`src/rtl/cosine_similarity_engine_macros.svh`:
```
// Assertion helpers for the cosine similarity engine.
`ifndef COSINE_SIMILARITY_ENGINE_MACROS_SVH
`define COSINE_SIMILARITY_ENGINE_MACROS_SVH
`ifndef SYNTHESIS
`define CSE_ASSERT_IMP(lbl, clk, rstn, ante, cons) \
    lbl: assert property (@(posedge clk) disable iff (!rstn) (ante) |-> (cons)) \
        else $error("cse assertion failed");
`define CSE_ASSERT_NXT(lbl, clk, rstn, ante, cons) \
    lbl: assert property (@(posedge clk) disable iff (!rstn) (ante) |=> (cons)) \
        else $error("cse assertion failed");
`else
`define CSE_ASSERT_IMP(lbl, clk, rstn, ante, cons)
`define CSE_ASSERT_NXT(lbl, clk, rstn, ante, cons)
`endif
`endif

```
`src/rtl/cse_pkg.sv`:
```
`default_nettype none

package cse_pkg;

    localparam int ELEM_W    = 16;
    localparam int SIM_W     = 16;
    localparam int STAT_W    = 2;
    localparam int FRAC_W    = 15;
    localparam int Q_W       = FRAC_W + 1;
    localparam int BIT_IDX_W = $clog2(Q_W);
    // two operand pairs, four partial products each
    localparam int PP_STEPS  = 8;
    localparam int PP_SEL_W  = $clog2(PP_STEPS);

    localparam int DEF_MAX_LEN     = 4096;
    localparam int DEF_SAMPLE_BITS = 16;

    localparam logic [STAT_W-1:0] STAT_OK        = 2'd0;
    localparam logic [STAT_W-1:0] STAT_ZERO_NORM = 2'd1;
    localparam logic [STAT_W-1:0] STAT_OVERFLOW  = 2'd2;

    typedef struct packed {
        logic signed [ELEM_W-1:0] x_elem;
        logic signed [ELEM_W-1:0] y_elem;
        logic                     last_elem;
    } in_word_t;

    typedef struct packed {
        logic signed [SIM_W-1:0] similarity;
        logic [STAT_W-1:0]       status;
    } out_word_t;

    typedef enum logic [2:0] {
        ST_ACCUM,
        ST_CHECK,
        ST_MUL,
        ST_ROOT_ADD,
        ST_ROOT_CMP,
        ST_DONE
    } state_t;

    typedef struct packed {
        logic                 acc_en;
        logic                 acc_clr;
        logic                 check;
        logic                 mul_issue;
        logic [PP_SEL_W-1:0]  mul_sel;
        logic                 root_add;
        logic                 root_cmp;
        logic [BIT_IDX_W-1:0] bit_idx;
        logic                 load_out;
    } dp_cmd_t;

    typedef struct packed {
        logic err;
    } dp_stat_t;

endpackage

`default_nettype wire

```
`src/rtl/cse_ctrl.sv`:
```
`default_nettype none
`include "cosine_similarity_engine_macros.svh"

module cse_ctrl
    import cse_pkg::*;
(
    input  wire logic     aclk,
    input  wire logic     aresetn,
    input  wire logic     s_valid,
    output logic          s_ready,
    input  wire logic     last_elem,
    output logic          m_valid,
    input  wire logic     m_ready,
    input  wire dp_stat_t stat,
    output dp_cmd_t       cmd
);

    localparam int MCNT_W = PP_SEL_W + 1;

    state_t                state_reg, state_next;
    logic [MCNT_W-1:0]     mul_cnt_reg, mul_cnt_next;
    logic [BIT_IDX_W-1:0]  bit_reg, bit_next;
    logic                  m_valid_reg, m_valid_next;
    logic                  out_free;

    assign out_free = !m_valid_reg || m_ready;

    always_comb begin
        state_next   = state_reg;
        mul_cnt_next = mul_cnt_reg;
        bit_next     = bit_reg;
        unique case (state_reg)
            ST_ACCUM: begin
                if (s_valid && last_elem) begin
                    state_next = ST_CHECK;
                end
            end
            ST_CHECK: begin
                mul_cnt_next = '0;
                state_next   = stat.err ? ST_DONE : ST_MUL;
            end
            ST_MUL: begin
                // the last partial product is accumulated in the cycle after it is issued
                if (mul_cnt_reg == MCNT_W'(PP_STEPS)) begin
                    state_next = ST_ROOT_ADD;
                    bit_next   = BIT_IDX_W'(Q_W - 1);
                end else begin
                    mul_cnt_next = mul_cnt_reg + 1'b1;
                end
            end
            ST_ROOT_ADD: begin
                state_next = ST_ROOT_CMP;
            end
            ST_ROOT_CMP: begin
                if (bit_reg == '0) begin
                    state_next = ST_DONE;
                end else begin
                    bit_next   = bit_reg - 1'b1;
                    state_next = ST_ROOT_ADD;
                end
            end
            ST_DONE: begin
                if (out_free) begin
                    state_next = ST_ACCUM;
                end
            end
            default: begin
                state_next = ST_ACCUM;
            end
        endcase
    end

    always_comb begin
        s_ready       = 1'b0;
        cmd           = '0;
        cmd.mul_sel   = mul_cnt_reg[PP_SEL_W-1:0];
        cmd.bit_idx   = bit_reg;
        unique case (state_reg)
            ST_ACCUM: begin
                s_ready    = 1'b1;
                cmd.acc_en = s_valid;
            end
            ST_CHECK: begin
                cmd.check = 1'b1;
            end
            ST_MUL: begin
                cmd.mul_issue = (mul_cnt_reg < MCNT_W'(PP_STEPS));
            end
            ST_ROOT_ADD: begin
                cmd.root_add = 1'b1;
            end
            ST_ROOT_CMP: begin
                cmd.root_cmp = 1'b1;
            end
            ST_DONE: begin
                cmd.load_out = out_free;
                cmd.acc_clr  = out_free;
            end
            default: begin
                s_ready = 1'b0;
            end
        endcase
    end

    assign m_valid_next = cmd.load_out ? 1'b1 : (m_ready ? 1'b0 : m_valid_reg);

    always_ff @(posedge aclk) begin
        if (!aresetn) begin
            state_reg   <= ST_ACCUM;
            mul_cnt_reg <= '0;
            bit_reg     <= '0;
            m_valid_reg <= 1'b0;
        end else begin
            state_reg   <= state_next;
            mul_cnt_reg <= mul_cnt_next;
            bit_reg     <= bit_next;
            m_valid_reg <= m_valid_next;
        end
    end

    assign m_valid = m_valid_reg;

    `CSE_ASSERT_NXT(a_last_stalls, aclk, aresetn, s_valid && s_ready && last_elem, !s_ready)
    `CSE_ASSERT_IMP(a_mul_bound, aclk, aresetn, 1'b1, mul_cnt_reg <= MCNT_W'(PP_STEPS))
    `CSE_ASSERT_NXT(a_load_shows, aclk, aresetn, cmd.load_out, m_valid)

endmodule

`default_nettype wire

```
`config.mk`:
```
export PLATFORM = sky130hd
export DESIGN_NAME = cse_ctrl
export DESIGN_NICKNAME = d
export VERILOG_FILES = /design/src/rtl/cse_pkg.sv /design/src/rtl/cse_ctrl.sv
export VERILOG_INCLUDE_DIRS = /design/src /design/src/rtl
export SDC_FILE = /design/constraint.sdc
export NUM_CORES = 1
export LEC_CHECK = 0
export ABC_AREA = 1
export BUFFER_PORTS_ARGS = -buffer_cell sky130_fd_sc_hd__buf_4
export CELL_PAD_IN_SITES_DETAIL_PLACEMENT = 0
export CELL_PAD_IN_SITES_GLOBAL_PLACEMENT = 1
export CORE_UTILIZATION = 37
export CTS_CLUSTER_SIZE = 14
export DETAILED_ROUTE_END_ITERATION = 16
export HOLD_SLACK_MARGIN = 0.12
export PLACE_DENSITY_LB_ADDON = 0.3
export SLEW_MARGIN = 20
export SYNTH_ARGS = -nofsm -noshare
export SYNTH_HDL_FRONTEND = slang
export SYNTH_SLANG_ARGS = --single-unit
```
`constraint.sdc`:
```
create_clock -name aclk -period 2.4 [get_ports aclk]
set_input_delay 0 -clock aclk [delete_from_list [all_inputs] [get_ports aclk]]
set_output_delay 0 -clock aclk [all_outputs]
set_load 0.1 [all_outputs]
```
=== Word level (Yosys, flattened, before mapping) ===
Index checks and enable logic that the tools add are counted.

* Latch bits: 0
* Logic and storage cells: 49
* RAM bits: 0
* Input port bits: 6
* Output and inout bits: 16
* Bits in registers: 12
* ROM bits: 0
* Memories: 0

* Divide/modulo/power cells: 0
* Shift operators: 0
* Muxes and demuxes: 20
* Multipliers: 0
* Reduce and logical (&&, ||, !) cells: 11
* Magnitude comparators: 1
* $add $sub $neg: 2
* Equal/unequal tests: 11
* Bitwise logic cells: 0

{| class="wikitable"
|+ Operators by type and width
! operator !! count
|-
| case mux 3 bit (6 select lines) || 1
|-
| case mux 4 bit (2 select lines) || 2
|-
| two-way mux 3 bit || 5
|-
| two-way mux 4 bit || 3
|-
| != test 2 bit, second input constant || 5
|-
| two-way mux 1 bit || 9
|-
| == test 3 x 2 -> 1 bit, second input constant || 2
|-
| == test 3 bit, second input constant || 2
|-
| AND reduction 3 bit || 2
|-
| nonzero test 2 bit || 3
|-
| adder 4 x 1 -> 4 bit, second input constant || 1
|-
| == test 4 bit, second input constant || 1
|-
| zero test 4 bit || 1
|-
| < comparator 4 bit, second input constant || 1
|-
| subtractor 4 x 1 -> 4 bit, second input constant || 1
|-
| == test 3 x 1 -> 1 bit, second input constant || 1
|-
| zero test 3 bit || 1
|-
| AND reduction 2 bit || 1
|-
| logical AND 1 bit || 1
|-
| zero test 1 bit || 1
|-
| logical OR 1 bit || 1
|}

=== Longest topological paths before layout ===
* Depth after elaboration: 4
* Depth in mapped cells: 8
* Gate-level depth less buffers: 8

=== Least setup slack after synthesis ===
No wires, ideal clock.

* Path type: register to register
* Start: reg state_reg[0]
* End: reg mul_cnt_reg[0]
* Setup time: 0.115 ns
* Slack: 0.084 ns
* Period minus slack after synthesis: 2.316 ns
* Path buffers: 0
* Data required time: 2.285 ns
* Arrival time: 2.201 ns
* Stages on the path, launching flop included: 8
* Cell sequence: dfxtp_1 inv_2 nor3_2 inv_2 nand2_4 inv_2 a21oi_1 nor2_1

* Cells in the longest elaborated chain, start to end: 3
* Elaborated cells on any way between the ends: 6
* Classes of those cells: 3 x eq/ne; 1 x mux; 2 x reduce/logical

{| class="wikitable"
|+ Ends and longest elaborated chain
! element !! line !! text
|-
| start, declared || cse_ctrl.sv:20 || <nowiki>state_t state_reg, state_next;</nowiki>
|-
| start signal, assigned || cse_ctrl.sv:114 || <nowiki>state_reg <= state_next;</nowiki>
|-
| == test 3 x 2 -> 1 bit or == test 3 x 1 -> 1 bit (tied branches) || cse_ctrl.sv:32 || <nowiki>unique case (state_reg)</nowiki>
|-
| != test 2 bit (no source line) or nonzero test 2 bit (tied branches) || -- ||
|-
| AND reduction 2 bit (no source line) || -- ||
|-
| end signal, assigned || cse_ctrl.sv:115 || <nowiki>mul_cnt_reg <= mul_cnt_next;</nowiki>
|-
| end, declared || cse_ctrl.sv:21 || <nowiki>logic [MCNT_W-1:0] mul_cnt_reg, mul_cnt_next;</nowiki>
|}

Parallel ways exist; a longest one is shown, timed or not.
A chain may end at the register's enable or synchronous reset.

=== Worst setup path in the final report ===
* Start: reg bit_reg[0]
* End: reg state_reg[2]

* Cells in the longest elaborated chain, start to end: 3

{| class="wikitable"
|+ Ends and longest elaborated chain
! element !! line !! text
|-
| start, declared || cse_ctrl.sv:22 || <nowiki>logic [BIT_IDX_W-1:0] bit_reg, bit_next;</nowiki>
|-
| start signal, assigned || cse_ctrl.sv:116 || <nowiki>bit_reg <= bit_next;</nowiki>
|-
| zero test 4 bit || cse_ctrl.sv:55 || <nowiki>if (bit_reg == '0) begin</nowiki>
|-
| two-way mux 3 bit || cse_ctrl.sv:55 ||
|-
| case mux 3 bit (6 select lines) || cse_ctrl.sv:32 ||
|}

No other way between the ends.

==> metrics.txt <==
# TYPE chip_impl_metric gauge
chip_impl_metric{name="core-area",unit="sq um"} 1960
chip_impl_metric{name="synth_sequential_area_ratio",unit="%"} 30.9
chip_impl_metric{name="postCtsSetupRepairBufs",unit=""} 0
chip_impl_info{name="cts-root-buf",value="sky130_fd_sc_hd__clkbuf_4"} 1
chip_impl_metric{name="worst_skew_pair.late_latency",unit="ns"} 0.27
chip_impl_metric{name="post_drt_wl_per_cell",unit="microns"} 9.30
chip_impl_info{name="worst_path_most_repeated_cell",value="sky130_fd_sc_hd__inv_1"} 1
chip_impl_metric{name="number_of_inserted_diodes",unit=""} 0
chip_impl_metric{name="io_pins",unit=""} 22
chip_impl_metric{name="ctsHoldBuffers",unit=""} 4
chip_impl_metric{name="syn_nets",unit=""} 127
chip_impl_metric{name="timing.clock.skew",unit="ns"} 0.00262
chip_impl_info{name="critical_path.cell_chain",value="inv_1 > ha_1 > nand2_1 > inv_1 > nand2_2 > nand4_1 > nand2_1 > dlygate4sd3_1 > inv_1"} 1
chip_impl_metric{name="post_cts_resized",unit=""} 0
chip_impl_metric{name="timing.final.crit_share",unit="%"} 72.4
chip_impl_metric{name="setup_viol",unit=""} 0
chip_impl_info{name="cts_tree",value="built"} 1
chip_impl_info{name="crit_path_top_delay_cell",value="sky130_fd_sc_hd__dlygate4sd3_1"} 1
chip_impl_info{name="grt_setup_unrepaired",value="false"} 1
chip_impl_metric{name="htree_levels",unit=""} 1
chip_impl_metric{name="viasPerCell",unit=""} 4.41
chip_impl_metric{name="worstPathMaxFanout",unit=""} 5
chip_impl_metric{name="synth_seq_cells",unit=""} 12
chip_impl_metric{name="drt-pass1-iter-count",unit=""} 2
chip_impl_metric{name="final_core_occ",unit="%"} 51.3
chip_impl_metric{name="floorplan.initialDensity",unit="%"} 39.6
chip_impl_metric{name="placement.cell_area",unit="sq um"} 931
chip_impl_info{name="worstSetupStartpointType",value="flip-flop"} 1
chip_impl_metric{name="tns",unit="ns"} 0
chip_impl_metric{name="synth_area",unit="sq um"} 777
chip_impl_metric{name="syn-mean-instance-area",unit="sq um"} 6.58
chip_impl_metric{name="synth.top_cell.area_share",unit="%"} 30.9
chip_impl_metric{name="cp.required",unit="ns"} 2.58
chip_impl_metric{name="postRouteWirelength",unit="microns"} 1570
chip_impl_metric{name="max_slew.worst_pin.slew",unit="ns"} 0.331
chip_impl_metric{name="antenna_found_initial",unit=""} 0
chip_impl_metric{name="cts-root-to-sink-buffers",unit=""} 2
chip_impl_metric{name="fmaxAchievable",unit="GHz"} 0.575
chip_impl_metric{name="detail-route-antenna-nets",unit=""} 0
chip_impl_metric{name="finalInstanceArea",unit="sq um"} 1010
chip_impl_metric{name="fp.dieArea",unit="sq um"} 2290
chip_impl_metric{name="dr_total_vias",unit=""} 745
chip_impl_metric{name="slew_viol_final",unit=""} 0
chip_impl_metric{name="initialDrtViolationCount",unit=""} 3
chip_impl_info{name="outcome",value="complete, no violations"} 1
chip_impl_metric{name="rows",unit=""} 16
chip_impl_metric{name="finalNetCount",unit=""} 152
chip_impl_metric{name="gp_routability_congestion",unit=""} 0.736
chip_impl_info{name="critical_path_class",value="reg -> reg"} 1
chip_impl_metric{name="critical-path-max-stage-delay",unit="ns"} 0.54
chip_impl_metric{name="synth.yosys.warnings",unit=""} 0
chip_impl_metric{name="hold_viol",unit=""} 0
chip_impl_metric{name="clock-sinks",unit=""} 12
chip_impl_metric{name="gr-total-overflow",unit=""} 0
chip_impl_metric{name="area_growth_syn_to_fin",unit="%"} 29.6
chip_impl_metric{name="grt_pass1_vias",unit=""} 638
chip_impl_info{name="worstHoldPathType",value="in -> reg"} 1
chip_impl_metric{name="port_buffers",unit=""} 21
chip_impl_metric{name="cts.reportedPaths.clkPinSlew",unit="ns"} 0.08
chip_impl_metric{name="synthCells",unit=""} 118
chip_impl_metric{name="grt.total_usage",unit="%"} 16.3
chip_impl_metric{name="maximum_number_of_pins_on_one_net_before_global_route_repair",unit=""} 8
chip_impl_metric{name="max-slew-margin-rel",unit="%"} 77.9
chip_impl_metric{name="die_width",unit="microns"} 47.8
chip_impl_metric{name="drt_drc_violations_left",unit=""} 0
chip_impl_metric{name="post_route_cells_drive_above_1_share",unit="%"} 29.6
chip_impl_info{name="cpLargestDelayFamily",value="buffers and inverters"} 1
chip_impl_metric{name="dpl.hpwl",unit="microns"} 1270
chip_impl_metric{name="cts_made_buffers",unit=""} 3
chip_impl_metric{name="timing.critical_path.buf_inv",unit=""} 4
chip_impl_info{name="yosys-top-cells-area",value="sky130_fd_sc_hd__dfxtp_1 31%, sky130_fd_sc_hd__nor2_1 9.7%, sky130_fd_sc_hd__inv_1 8.2%"} 1
chip_impl_metric{name="max-cap-violations",unit=""} 0
chip_impl_metric{name="synthDistinctLibCells",unit=""} 22
chip_impl_metric{name="final.min_clock_period",unit="ns"} 1.74
chip_impl_info{name="critical_path.endpoint_type",value="flip-flop"} 1
chip_impl_metric{name="wire_length_of_the_first_global_routing_pass",unit="microns"} 2550
chip_impl_info{name="synth_top_cell_by_area",value="sky130_fd_sc_hd__dfxtp_1"} 1
chip_impl_metric{name="die_h",unit="microns"} 47.8
chip_impl_metric{name="timing.critical_path.arrival",unit="ns"} 1.92
chip_impl_metric{name="num-fill-cells",unit=""} 220
-- cells in the mapped netlist, drive strengths merged --
library cell	count
a21boi	1
a21oi	9
buf	5
clkinv	1
dfxtp	12
ha	3
inv	22
nand2	23
nand3	11
nand4	2
nor2	23
nor3	2
o21ai	3
xnor2	1
-- final timing paths --
path / from / to / slack [ns] / cells past startpoint
max: bit_reg[0] / state_reg[2] / 0.66 / 9
min: last_elem / state_reg[0] / 0.20 / 7
max reg2reg: bit_reg[0] / state_reg[2] / 0.66 / 9
min reg2reg: bit_reg[1] / bit_reg[1] / 0.51 / 2
-- per-layer routing --
metal	global-route usage [%]	share of wire [%]
met1	19.1	45
met2	28.6	50
met3	5.66	4.2
met4	3.33	0.83
met5	0	0
-- stage by stage --
stage | setup slack [ns] | hold WS, ns | cells
floorplan | 0.0843 | 0.0976 | 118
global placement | 1.09 | 0.253 | 161
detailed placement | 1.07 | 0.260 | 161
CTS | 0.650 | 0.189 | 169
global route | 0.545 | 0.243 | 169
finish | 0.662 | 0.200 | 169
-- worst reg2reg max path, cell delays in order (launching register included) --
cell,delay [ns]
sky130_fd_sc_hd__dfxtp_1,0.33
sky130_fd_sc_hd__inv_1,0.09
sky130_fd_sc_hd__ha_1,0.24
sky130_fd_sc_hd__nand2_1,0.13
sky130_fd_sc_hd__inv_1,0.07
sky130_fd_sc_hd__nand2_2,0.07
sky130_fd_sc_hd__nand4_1,0.08
sky130_fd_sc_hd__nand2_1,0.06
sky130_fd_sc_hd__dlygate4sd3_1,0.54
sky130_fd_sc_hd__inv_1,0.04
-- cell type report --
| cell class | instances | area, sq um | share of cell area, % |
|---|---|---|---|
| clock buffer | 4 | 36.3 | 3.60 |
| inverter | 23 | 87.6 | 8.70 |
| multi-input combinational | 78 | 412 | 40.9 |
| sequential | 12 | 240 | 23.9 |
| tap | 27 | 33.8 | 3.35 |
| timing repair buffer | 25 | 198 | 19.6 |
-- cell families after synthesis --
group / Yosys count / synth area share, %
and+or+nand+nor: 61 / 38.3
buffers and inverters: 28 / 16.1
AOI/OAI and AO/OA: 13 / 8.70
DFF: 12 / 30.9
adders and majority gates: 3 / 4.83
xor gates and xnor gates: 1 / 1.13
-- layout by cell type, fill, tap and decap left out --
cell type,netlist,layout
sky130_fd_sc_hd__clkbuf_4,0,3
sky130_fd_sc_hd__nand2_4,2,2
sky130_fd_sc_hd__o21ai_0,1,1
sky130_fd_sc_hd__o21ai_1,2,2
sky130_fd_sc_hd__a21oi_1,9,9
sky130_fd_sc_hd__nand4_1,2,2
sky130_fd_sc_hd__xnor2_1,1,1
sky130_fd_sc_hd__clkinv_2,1,1
sky130_fd_sc_hd__nor2_2,2,2
sky130_fd_sc_hd__nor2_1,20,20
sky130_fd_sc_hd__buf_4,5,21
sky130_fd_sc_hd__nand3_2,1,1
sky130_fd_sc_hd__nand2_2,4,4
sky130_fd_sc_hd__inv_2,5,5
sky130_fd_sc_hd__nor2_4,1,1
sky130_fd_sc_hd__dlygate4sd3_1,0,4
sky130_fd_sc_hd__a21boi_1,1,1
sky130_fd_sc_hd__nand2_1,17,17
sky130_fd_sc_hd__inv_1,17,17
sky130_fd_sc_hd__nand3_1,10,10
sky130_fd_sc_hd__nor3_2,1,1
sky130_fd_sc_hd__clkbuf_8,0,1
sky130_fd_sc_hd__dfxtp_1,12,12
sky130_fd_sc_hd__nor3_1,1,1
sky130_fd_sc_hd__ha_1,3,3
Power is not shown: default switching activity piles up to over one toggle a cycle in this logic, so the estimate is an artifact.
